### src/hw/rtl/allpass_fractional_delay_line_core_defines.svh
// Shared assertion macros for the fractional delay line.
// Each expects signals named clock and reset in the module that uses it.
`ifndef ALLPASS_FRACTIONAL_DELAY_LINE_CORE_DEFINES_SVH
`define ALLPASS_FRACTIONAL_DELAY_LINE_CORE_DEFINES_SVH

// Consequent checked in the same cycle as the antecedent.
`define AFDL_ASSERT_SAME(label, ante, cons, msg) \
   label: assert property (@(posedge clock) disable iff (reset) (ante) |-> (cons)) \
      else $error(msg);

// Consequent checked in the cycle after the antecedent.
`define AFDL_ASSERT_NEXT(label, ante, cons, msg) \
   label: assert property (@(posedge clock) disable iff (reset) (ante) |=> (cons)) \
      else $error(msg);

`endif

### src/hw/rtl/afdl_pkg.sv
`default_nettype none

package afdl_pkg;

   localparam int MAX_LENGTH    = 4096;
   localparam int ADDR_BITS     = 12;
   localparam int LENGTH_BITS   = 13;
   localparam int SAMPLE_BITS   = 16;
   localparam int FRACTION_BITS = 8;
   localparam int DELAY_BITS    = LENGTH_BITS + FRACTION_BITS;
   localparam int COEF_BITS     = 15;
   localparam int ALPHA_BITS    = FRACTION_BITS + 1;
   localparam int DEN_BITS      = FRACTION_BITS + 2;
   localparam int MAG_BITS      = FRACTION_BITS;
   localparam int NUM_BITS      = MAG_BITS + COEF_BITS;
   localparam int DIV_CNT_BITS  = 4;
   localparam int PROD_BITS     = COEF_BITS + SAMPLE_BITS + 1;
   localparam int SUM_BITS      = SAMPLE_BITS + 2;
   localparam int ONE_VALUE     = 1 << FRACTION_BITS;
   localparam int HALF_VALUE    = ONE_VALUE / 2;
   localparam int ROUND_VALUE   = 1 << (COEF_BITS - 1);

   typedef enum logic [2:0] {
      ST_CLEAR,
      ST_IDLE,
      ST_POS,
      ST_TAP,
      ST_READ,
      ST_WAIT,
      ST_MUL,
      ST_OUT
   } state_type;

   typedef struct packed {
      logic                  start;
      logic [ALPHA_BITS-1:0] alpha;
   } div_req_type;

   typedef struct packed {
      logic                        done;
      logic signed [COEF_BITS-1:0] coef;
   } div_rsp_type;

endpackage

`default_nettype wire

### src/hw/rtl/afdl_coef_div.sv
`default_nettype none

`include "allpass_fractional_delay_line_core_defines.svh"

module afdl_coef_div (
   input  logic                 clock,
   input  logic                 reset,
   input  afdl_pkg::div_req_type div_req,
   output afdl_pkg::div_rsp_type div_rsp
);

   import afdl_pkg::*;

   logic [MAG_BITS-1:0]     mag_c;
   logic [ALPHA_BITS-1:0]   mag_wide_c;
   logic [DEN_BITS-1:0]     den_c;
   logic [NUM_BITS-1:0]     num_c;
   logic [DEN_BITS:0]       rem_sh_c;
   logic                    ge_c;
   logic [DEN_BITS:0]       rem_sub_c;

   logic                    busy_ff;
   logic                    done_ff;
   logic                    neg_ff;
   logic [DIV_CNT_BITS-1:0] cnt_ff;
   logic [DEN_BITS-1:0]     den_ff;
   logic [DEN_BITS-1:0]     rem_ff;
   logic [COEF_BITS-1:0]    low_ff;
   logic [COEF_BITS-1:0]    q_ff;

   always_comb begin
      if (div_req.alpha > ALPHA_BITS'(ONE_VALUE)) begin
         mag_wide_c = div_req.alpha - ALPHA_BITS'(ONE_VALUE);
      end else begin
         mag_wide_c = ALPHA_BITS'(ONE_VALUE) - div_req.alpha;
      end
      mag_c     = mag_wide_c[MAG_BITS-1:0];
      den_c     = DEN_BITS'(ONE_VALUE) + DEN_BITS'(div_req.alpha);
      num_c     = {mag_c, {COEF_BITS{1'b0}}} + NUM_BITS'(den_c[DEN_BITS-1:1]);
      rem_sh_c  = {rem_ff, low_ff[COEF_BITS-1]};
      ge_c      = rem_sh_c >= {1'b0, den_ff};
      rem_sub_c = rem_sh_c - {1'b0, den_ff};
   end

   always_ff @(posedge clock) begin
      if (reset) begin
         busy_ff <= 1'b0;
         done_ff <= 1'b0;
         cnt_ff  <= '0;
      end else if (div_req.start) begin
         busy_ff <= 1'b1;
         done_ff <= 1'b0;
         cnt_ff  <= DIV_CNT_BITS'(COEF_BITS);
      end else if (busy_ff) begin
         cnt_ff <= cnt_ff - DIV_CNT_BITS'(1);
         if (cnt_ff == DIV_CNT_BITS'(1)) begin
            busy_ff <= 1'b0;
            done_ff <= 1'b1;
         end
      end
   end

   always_ff @(posedge clock) begin
      if (div_req.start) begin
         neg_ff <= div_req.alpha > ALPHA_BITS'(ONE_VALUE);
         den_ff <= den_c;
         rem_ff <= DEN_BITS'(num_c[NUM_BITS-1:COEF_BITS]);
         low_ff <= num_c[COEF_BITS-1:0];
         q_ff   <= '0;
      end else if (busy_ff) begin
         rem_ff <= ge_c ? rem_sub_c[DEN_BITS-1:0] : rem_sh_c[DEN_BITS-1:0];
         low_ff <= {low_ff[COEF_BITS-2:0], 1'b0};
         q_ff   <= {q_ff[COEF_BITS-2:0], ge_c};
      end
   end

   always_comb begin
      div_rsp.done = done_ff;
      div_rsp.coef = neg_ff ? -$signed(q_ff) : $signed(q_ff);
   end

   `AFDL_ASSERT_SAME(a_rem_below_den, busy_ff, rem_ff < den_ff, "divider remainder reached divisor")
   `AFDL_ASSERT_NEXT(a_start_busy, div_req.start, busy_ff && !done_ff, "divider did not start")
   `AFDL_ASSERT_SAME(a_done_idle, done_ff, !busy_ff, "divider done while busy")
   `AFDL_ASSERT_SAME(a_rose_done, $rose(done_ff), $past(busy_ff) && q_ff[COEF_BITS-1] == 1'b0,
                     "coefficient out of range")

endmodule

`default_nettype wire

### config.mk
export PLATFORM = sky130hd
export DESIGN_NAME = afdl_coef_div
export DESIGN_NICKNAME = d
export VERILOG_FILES = /design/src/hw/rtl/afdl_pkg.sv /design/src/hw/rtl/afdl_coef_div.sv
export VERILOG_INCLUDE_DIRS = /design/src /design/src/hw/rtl
export SDC_FILE = /design/constraint.sdc
export NUM_CORES = 1
export LEC_CHECK = 0
export BUFFER_PORTS_ARGS = -buffer_cell sky130_fd_sc_hd__buf_2
export CAP_MARGIN = 15
export CORE_MARGIN = 3
export CORE_UTILIZATION = 64
export DETAILED_ROUTE_END_ITERATION = 10
export GPL_TIMING_DRIVEN = 1
export PLACE_DENSITY_LB_ADDON = 0.15
export SLEW_MARGIN = 20
export SYNTH_ARGS = -nofsm -noshare
export SYNTH_HDL_FRONTEND = slang
export SYNTH_SLANG_ARGS = --single-unit
### constraint.sdc
create_clock -name clock -period 6.1 [get_ports clock]
set_input_delay 0.61 -clock clock [delete_from_list [all_inputs] [get_ports clock]]
set_output_delay 0.61 -clock clock [all_outputs]
set_load 0.05 [all_outputs]
==> impl_metrics.py, run 1 <==
metrics = {
    "logic_synthesis": {
        "synth_mux_area_share_pct": 10.2,
        "netlist_instances": 307,
        "syn_avg_cell_area_um2": 10.3,
        "yosys_most_used_dff": "edfxtp_1",
        "ys_async_sr_fraction_pct": 0,
        "synth_simple_gate_area_share_pct": 14.1,
        "ys_seq_area_share_pct": 47.0,
        "ys_seq_elements": 57,
        "yosysTopAreaCell": "edfxtp_1",
        "ys_top_cells_by_area": "edfxtp_1 32%, dfxtp_1 15%, mux2i_1 7.3%, ha_1 5.6%, xnor2_1 5.3%",
        "synthAdderAreaFrac_pct": 6.19,
        "syn_nets": 334,
        "synth_warnings": 0,
        "synth_top_family_by_area": "simple AND/OR/NAND/NOR gates",
        "synth_cell_type_count": 50,
        "yosysMostFrequentCell": "nor2_1",
        "syn-cell-area_mm2": 0.00315,
        "synth_top_area_share_pct": 32.4,
        "synthTopCellsByCount": "42 x nor2_1, 34 x edfxtp_1, 23 x dfxtp_1, 23 x mux2i_1, 22 x nand2_1",
        "synth_compound_area_share_pct": 10.7,
        "synth-edff-count": 34,
        "synth-xor-area-share_pct": 7.22,
    },
    "timing": {
        "maxSlewViolCount": 0,
        "setup_viol": 0,
        "hold_viol_final": 0,
        "finalCriticalPeriod_ns": 3.05,
        "worst_pin_slew_ns": 0.684,
        "max_clock_freq_mhz": 328,
        "grt_setup_unrepaired": "no",
        "layout_worst_path_cycle_share_pct": 50.0,
        "slew_headroom_pct": 54.4,
        "hold-worst-slack_ns": 0.504,
        "setup-tns-final_ns": 0,
        "skew_ns": 0.00449,
    },
    "layout": {
        "antenna_cells": 0,
        "ff_latch_area_mm2": 0.00148,
        "nFillCells": 304,
        "fin_area_mm2": 0.00355,
        "final_nets": 360,
        "syn_to_final_growth_pct": 12.7,
        "multi_input_area_mm2": 0.00153,
        "final_util_pct": 77.8,
        "drive_gt1_share_pct": 16.9,
    },
    "clock_network": {
        "clk_pin_slew_ns": 0.07,
        "cts_max_level": 3,
        "cts_sinks": 57,
        "post_cts_buffers": 0,
        "clk_path_buf_depth": 2,
        "cts_tree": "done",
        "ctsResizeCount": 0,
        "hold_buffers": 0,
        "clock_latency_ns": 0.33,
        "cts-root-buf": "clkbuf_8",
        "numCtsBuffers": 9,
    },
    "setup_path": {
        "critPathRequiredTime_ns": 5.49,
        "worstPathMaxFanout": 6,
        "path_class": "reg -> out",
        "arrival_ns": 2.44,
        "startpoint_type": "flop",
        "cp-startpoint": "q_ff[0]",
        "cp-end-kind": "primary output",
        "reg2reg_from": "rem_ff[1]",
        "r2r_slack_ns": 3.42,
    },
    "drt": {
        "vias": 2231,
        "drt_wl_total_um": 5960,
        "dr.pass1.iters": 5,
        "ant_nets": 0,
        "via_per_inst": 5.54,
        "initialDrtViolationCount": 113,
        "wl_per_cell_um": 14.8,
        "drc": 0,
    },
    "min_path": {
        "min_path_type": "in -> reg",
        "hp-start": "reset",
    },
    "floorplan": {
        "initial_core_util_pct": 69.1,
        "die_area_mm2": 0.00580,
        "core_mm2": 0.00456,
        "ios": 28,
        "num_rows": 24,
        "die-width_um": 76.2,
        "dieHeight_um": 76.2,
    },
    "grt": {
        "grt_pass1_vias": 2171,
        "antenna_found_initial": 0,
        "grt_max_degree": 60,
        "grt-ovfl-total": 0,
        "grt_pass1_wl_um": 10200,
        "grt_usage_pct": 22.0,
    },
    "pwr": {
        "power_density_mw_per_mm2": 338,
        "total_leakage_power_uw": 0.00151,
        "ir_drop_mv": 0.214,
    },
    "job": {
        "cap_violations": 0,
    },
    "placement": {
        "dpl-instance-area_mm2": 0.00332,
        "port_buffers": 27,
        "gp_congestion": 0.826,
        "dp_hpwl_um": 3980,
    },
    "status": {
        "status": "complete, no violations",
    },
}
-- state kept, by name, indices dropped and copies added, names as in the netlist --
register	flops
cnt_ff	4
den_ff	10
q_ff	15
low_ff	15
busy_ff	1
rem_ff	10
done_ff	1
neg_ff	1
-- cells in the final DEF (no fill, tap or decap), types with 2 or more instances in the layout --
master | netlist | routed
or4_1 | 2 | 2
o211ai_1 | 2 | 2
o31ai_1 | 6 | 6
inv_1 | 20 | 20
xor2_1 | 7 | 7
a31oi_1 | 2 | 2
a211oi_1 | 4 | 4
buf_4 | 3 | 2
nor2b_1 | 7 | 7
ha_1 | 14 | 14
a21o_1 | 2 | 2
dfxtp_1 | 23 | 23
bufinv_16 | 0 | 3
o311ai_1 | 2 | 2
o311ai_0 | 2 | 2
edfxtp_1 | 34 | 34
clkbuf_8 | 0 | 9
clkinv_1 | 1 | 2
mux2i_1 | 23 | 23
buf_2 | 1 | 27
nand2b_1 | 5 | 5
nor3_1 | 6 | 6
a21oi_1 | 9 | 9
nand2_1 | 22 | 22
o21a_1 | 3 | 3
nor2_1 | 42 | 42
o21ai_0 | 7 | 7
xnor2_1 | 19 | 19
mux2_2 | 8 | 8
nand3_1 | 2 | 2
-- cell families (layout without fill, tap and decap cells) --
group / after synthesis / in the layout
mux: 31 / 31
xor+xnor: 26 / 26
compound gates: 47 / 47
flops: 57 / 57
simple gates: 96 / 96
buf+inv: 35 / 66
fa+ha+maj: 15 / 15
-- stage by stage --
step,std cells,total power [µW],setup slack (ns)
after floorplan,307,721,3.41
after global placement,387,769,3.46
after detailed placement,387,780,3.41
after CTS,403,1200,3.04
after global routing,403,1260,2.90
final,403,1200,3.05
-- metal layers --
metal	global-route usage, %	vias to the layer above	part of all wire (%)
met5	0	-	0
met4	6.52	0	1.2
met3	6.26	10	4.0
met2	35.7	53	48
met1	28.7	1036	47
li1	-	1132	-
-- report_power, final --
part	switching (µW)	total (µW)	internal (µW)
registers	20.3	471	451
clock network	152	421	269
logic	185	307	122
total	357	1200	842
-- final cells by class --
class / count / share of cell area [%]
Multi-Input combinational cell: 215 / 43.0
Sequential cell: 57 / 41.7
Timing Repair Buffer: 29 / 4.23
Clock buffer: 10 / 3.59
Clock inverter: 6 / 2.99
Tap cell: 65 / 2.29
Inverter: 21 / 2.22
-- final timing paths --
| kind | endpoint | cells after the start |
|---|---|---|
| max | div_rsp[12] | 8 |
| min | cnt_ff[2] | 2 |
| max reg2reg | rem_ff[2] | 7 |
| min reg2reg | rem_ff[9] | 2 |
-- worst max-delay path: stages (launching register included) --
cell	delay (ns)
dfxtp_1	0.36
inv_1	0.08
ha_1	0.15
nand2_1	0.06
or3_4	0.34
or4_4	0.45
o41ai_2	0.25
xnor2_1	0.15
buf_2	0.27
Power figures use the tool's default switching activity.
==> run 2: changes to the inputs <==
Settings changed: ABC_AREA from default to 1, CORE_UTILIZATION 64 to 60.
Clock period 6.1 ns to 3 ns, I/O delays scaled along.
==> run 2 against run 1 <==
- power increased by 96%
- critical path depth increased by 1
- die area increased by 8.1%
- final area increased by 1.3%
- clock power increased by 68%
- critical endpoint is now div_rsp[14]
- highest routed layer unchanged
==> impl_metrics.py, run 2 <==
metrics = {
    "status": {
        "status": "complete, no violations",
    },
    "layout": {
        "final_common_cell": "inv_1",
        "nFillCells": 432,
        "final_nets": 447,
        "final_cell_mix": "72 x inv_1, 71 x nand2_1, 34 x edfxtp_1, 32 x nor2_1, 30 x o21ai_0",
        "top_regs": "low_ff (15), q_ff (15)",
        "final_util_pct": 70.0,
        "ff_latch_area_mm2": 0.00148,
        "antenna_cells": 0,
        "syn_to_final_growth_pct": 11.9,
        "multi_input_area_mm2": 0.00140,
        "drive_gt1_share_pct": 13.9,
    },
    "timing": {
        "worst_pin_slew_ns": 0.753,
        "hold-worst-slack_ns": 0.173,
        "finalCriticalPeriod_ns": 2.42,
        "setup-tns-final_ns": 0,
        "slew_headroom_pct": 49.8,
        "layout_worst_path_cycle_share_pct": 80.6,
        "grt_setup_unrepaired": "no",
        "setup_viol": 0,
        "skew_ns": 0.00751,
        "setup_ws_ns": 0.583,
        "hold_viol_final": 0,
        "max_clock_freq_mhz": 414,
        "maxSlewViolCount": 0,
    },
    "drt": {
        "drt_wl_total_um": 6340,
        "drc": 0,
        "ant_nets": 0,
        "wl_per_cell_um": 12.8,
        "initialDrtViolationCount": 227,
        "vias": 2598,
        "dr.pass1.iters": 5,
        "via_per_inst": 5.25,
    },
    "logic_synthesis": {
        "syn-cell-area_mm2": 0.00322,
        "ys_top_cells_by_area": "edfxtp_1 32%, dfxtp_1 14%, inv_1 8.4%, nand2_1 8.3%, ha_1 5.4%",
        "ys_async_sr_fraction_pct": 0,
        "yosys_most_used_dff": "edfxtp_1",
        "synth_cell_type_count": 36,
        "yosysMostFrequentCell": "inv_1",
        "syn_avg_cell_area_um2": 8.23,
        "yosysTopAreaCell": "edfxtp_1",
        "ys_seq_elements": 57,
        "synth_top_area_share_pct": 31.7,
        "synthTopCellsByCount": "72 x inv_1, 71 x nand2_1, 34 x edfxtp_1",
        "synth_warnings": 0,
        "netlist_instances": 391,
        "ys_seq_area_share_pct": 46.1,
        "synth-edff-count": 34,
        "syn_nets": 418,
    },
    "floorplan": {
        "die_area_mm2": 0.00628,
        "die-width_um": 79.2,
        "ios": 28,
        "core_mm2": 0.00514,
        "num_rows": 26,
        "dieHeight_um": 79.2,
        "initial_core_util_pct": 62.6,
    },
    "clock_network": {
        "cts_sinks": 57,
        "ctsResizeCount": 0,
        "post_cts_buffers": 0,
        "cts_max_level": 3,
        "hold_buffers": 0,
        "clk_pin_slew_ns": 0.06,
        "numCtsBuffers": 9,
        "cts-root-buf": "clkbuf_8",
        "clock_latency_ns": 0.33,
        "cts_tree": "done",
        "clk_path_buf_depth": 2,
    },
    "placement": {
        "pre_cts_slack_ns": 0.741,
        "port_buffers": 27,
        "gp_congestion": 0.870,
        "dp_hpwl_um": 4550,
    },
    "min_path": {
        "min_path_type": "in -> reg",
        "whs_path_depth": 2,
    },
    "grt": {
        "grt_usage_pct": 22.2,
        "grt-ovfl-total": 0,
        "grt_max_degree": 37,
        "grt_pass1_wl_um": 10900,
        "antenna_found_initial": 0,
        "grt_pass1_vias": 2465,
    },
    "setup_path": {
        "path_class": "reg -> out",
        "worst-path-stages": 9,
        "startpoint_type": "flop",
        "crit_top_cell": "nand3_1",
        "slowest_stage": "dfxtp_1",
        "arrival_ns": 2.12,
        "slowest_delay_ns": 0.34,
        "critPathRequiredTime_ns": 2.70,
        "worstPathMaxFanout": 3,
        "cp-end-kind": "primary output",
        "crit_chain": "inv_1 -> ha_1 -> nand3_1 -> nor3_1 -> nand3_1 -> nand2_1 -> o21ai_0 -> xor2_1 -> buf_2",
        "critPathBufInv": 2,
        "cp_top_family": "simple AND/OR/NAND/NOR gates",
        "r2r_cells": 8,
    },
    "pwr": {
        "total_leakage_power_uw": 0.00170,
        "ir_drop_mv": 0.480,
        "power_density_mw_per_mm2": 653,
    },
    "job": {
        "cap_violations": 0,
    },
}
run 2: report_power, final:
| part | switching [µW] | leakage [µW] | internal [µW] |
|---|---|---|---|
| clock network | 291 | 0.000105 | 417 |
| logic | 465 | 0.00106 | 219 |
| registers | 39.6 | 0.000533 | 918 |
run 2: kinds of logic after synthesis:
family                     count (synthesis)  synth area share (%)
buffers and inverters                     84                  10.3
xor gates and xnor gates                  19                  5.17
DFF                                       57                  46.1
AOI/OAI and AO/OA                         65                  11.9
adders and majority gates                 15                  6.07
and+or+nand+nor                          151                  20.4
run 2: final cells by class:
class / count / area share, %
Clock buffer: 15 / 5.49
Clock inverter: 1 / 0.139
Inverter: 73 / 7.61
Multi-Input combinational cell: 250 / 39.0
Sequential cell: 57 / 41.2
Tap cell: 70 / 2.43
Timing Repair Buffer: 29 / 4.17
run 2: worst paths after layout:
check / from / slack, ns / to
max: q_ff[0] / 0.58 / div_rsp[14]
min: reset / 0.17 / cnt_ff[3]
max reg2reg: rem_ff[6] / 0.72 / rem_ff[5]
min reg2reg: cnt_ff[3] / 0.48 / cnt_ff[3]
run 2: per-stage QoR:
step / cells / power (µW) / instance area [µm²]
2_1_floorplan: 391 / 1510 / 3220
6_report: 495 / 2350 / 3600
5_1_grt: 495 / 2490 / 3600
3_5_place_dp: 479 / 1650 / 3400
4_1_cts: 495 / 2360 / 3600
3_3_place_gp: 479 / 1640 / 3400
run 2: layer usage:
| layer | track usage, % | routed length, µm |
|---|---|---|
| met2 | 33.5 | 2840 |
| met4 | 8.25 | 99 |
| met5 | 0 | 0 |
| met1 | 30.7 | 3050 |
| met3 | 5.78 | 350 |
==> run 3: changes to the inputs <==
Clock period 3 ns to 2.47 ns, I/O delays scaled along.
==> run 3 against run 2 <==
- non-clock buffer count unchanged
- power increased by 24%
- clock skew up 0.0054 ns
- critical endpoint unchanged
==> impl_metrics.py, run 3 (synthesis results as in run 2) <==
metrics = {
    "status": {
        "status": "complete, no violations",
    },
    "floorplan": {
        "die_area_mm2": 0.00628,
        "die-width_um": 79.2,
        "ios": 28,
        "core_mm2": 0.00514,
        "num_rows": 26,
        "initial_core_util_pct": 62.6,
        "dieHeight_um": 79.2,
    },
    "timing": {
        "finalCriticalPeriod_ns": 2.23,
        "grt_setup_unrepaired": "no",
        "layout_worst_path_cycle_share_pct": 90.3,
        "maxSlewViolCount": 0,
        "setup_viol": 0,
        "skew_ns": 0.0129,
        "setup-tns-final_ns": 0,
        "slew_headroom_pct": 51.9,
        "worst_pin_slew_ns": 0.721,
        "setup_ws_ns": 0.240,
        "max_clock_freq_mhz": 448,
        "hold_viol_final": 0,
    },
    "clock_network": {
        "numCtsBuffers": 9,
        "cts-root-buf": "clkbuf_8",
        "clk_pin_slew_ns": 0.07,
        "cts_sinks": 57,
        "post_cts_buffers": 0,
        "clock_latency_ns": 0.34,
        "cts_max_level": 3,
        "cts_tree": "done",
        "clk_path_buf_depth": 2,
    },
    "grt": {
        "grt_pass1_wl_um": 11100,
        "grt_max_degree": 36,
        "grt_pass1_vias": 2465,
        "grt-ovfl-total": 0,
        "grt_usage_pct": 22.8,
        "antenna_found_initial": 0,
    },
    "placement": {
        "dp_hpwl_um": 4510,
        "pre_cts_slack_ns": 0.209,
        "gp_congestion": 0.871,
        "port_buffers": 27,
    },
    "drt": {
        "drc": 0,
        "via_per_inst": 5.16,
        "initialDrtViolationCount": 134,
        "vias": 2554,
        "drt_wl_total_um": 6240,
        "ant_nets": 0,
        "dr.pass1.iters": 4,
        "wl_per_cell_um": 12.6,
    },
    "setup_path": {
        "cp-end-kind": "primary output",
        "path_class": "reg -> out",
        "crit_chain": "inv_1 -> ha_1 -> nand3_1 -> nor3_4 -> nand3_1 -> nand2_1 -> o21ai_0 -> xor2_1 -> clkbuf_4",
        "crit_top_cell": "nand3_1",
        "worstPathMaxFanout": 3,
        "worstReg2RegEnd": "rem_ff[5]",
        "cp_top_family": "simple AND/OR/NAND/NOR gates",
        "reg2reg_from": "rem_ff[6]",
        "r2r_cells": 8,
        "r2r_slack_ns": 0.27,
        "critPathBufInv": 2,
        "startpoint_type": "flop",
        "slowest_stage": "dfxtp_1",
        "arrival_ns": 1.98,
        "critPathRequiredTime_ns": 2.22,
        "slowest_delay_ns": 0.34,
    },
    "pwr": {
        "p_clk_share_pct": 31.2,
        "p_switching_uw": 1030,
        "internal_power_uw": 1880,
        "total_leakage_power_uw": 0.00171,
        "ir_drop_mv": 0.635,
        "p_comb_share_pct": 28.8,
        "switching_share_pct": 35.3,
        "power_density_mw_per_mm2": 800,
        "seqPwrFrac_pct": 39.9,
    },
    "layout": {
        "final_cell_mix": "72 x inv_1, 71 x nand2_1, 34 x edfxtp_1, 32 x nor2_1, 29 x o21ai_0",
        "top_regs": "low_ff (15), q_ff (15)",
        "ff_latch_area_mm2": 0.00148,
        "final_nets": 447,
        "syn_to_final_growth_pct": 13.0,
        "final_common_cell": "inv_1",
        "multi_input_area_mm2": 0.00142,
        "drive_gt1_share_pct": 14.6,
        "nFillCells": 448,
        "antenna_cells": 0,
    },
    "min_path": {
        "min_path_type": "in -> reg",
        "hp-start": "div_req[0]",
        "whs_path_depth": 1,
        "min_delay_worst_endpoint": "den_ff[0]",
    },
    "job": {
        "cap_violations": 0,
    },
}
## run 3: changes by cell type in the layout (fill, tap and decap cells not counted), moves of 2 or more
cell | before | now
clkinv_4 | 0 | 2
clkbuf_1 | 2 | 0
clkbuf_4 | 0 | 2
clkbuf_8 | 12 | 9
buf_2 | 27 | 25
## run 3: power by group through the flow
stage	combinational [µW]	sequential, µW	clock [µW]
detailed placement	823	1180	0
global placement	809	1180	0
CTS	830	1160	920
floorplan	676	1160	0
global route	953	1170	975
finish	838	1160	908
## run 3: worst reg2reg max path, cell delays in order, from the launching register on
cell,delay [ns]
edfxtp_1,0.39
ha_1,0.40
inv_1,0.07
nor3_1,0.28
nand3_1,0.19
nand2_4,0.23
inv_2,0.12
o21ai_0,0.22
nand2_1,0.07
## run 3: how the worst max path moves through the flow
stage | startpoint | to | slack [ns] | cells past startpoint
6_report | q_ff[0] | div_rsp[14] | 0.24 | 9
5_1_grt | q_ff[0] | div_rsp[14] | 0.02 | 9
4_1_cts | q_ff[0] | div_rsp[12] | 0.10 | 8
3_5_place_dp | rem_ff[1] | rem_ff[0] | 0.21 | 11
3_3_place_gp | rem_ff[1] | rem_ff[5] | 0.25 | 10
2_1_floorplan | q_ff[1] | div_rsp[12] | 0.30 | 7
## run 3: layout make-up
cell class	count	share of cell area, %
Multi-Input combinational cell	250	39.0
Sequential cell	57	40.8
Tap cell	70	2.41
Inverter	73	7.54
Timing Repair Buffer	29	4.27
Clock buffer	11	4.79
Clock inverter	5	1.17
## run 3: per-stage QoR
stage                     hold slack (ns)  instance area [µm²]  power [µW]  std cells  util (%)
after CTS                          0.0855                 3610        2910        495      70.3
after global routing               0.0825                 3630        3100        495      70.7
after detailed placement            0.439                 3400        2000        479      66.1
after floorplan                     0.316                 3220        1840        391         -
after global placement              0.446                 3400        1990        479      66.1
final                              0.0941                 3630        2910        495      70.7
## run 3: layer usage
metal	vias to the layer above	GRT usage, %	wire length [µm]
met5	-	0	0
met4	0	8.59	121
met3	13	6.92	269
met2	47	34.3	2820
met1	1157	30.8	3030
li1	1337	-	-
## run 3: what timing repair did
item                       CTS  global route
hold buffers                 0             0
gates resized for setup      0             6
setup endpoints to repair    0             6
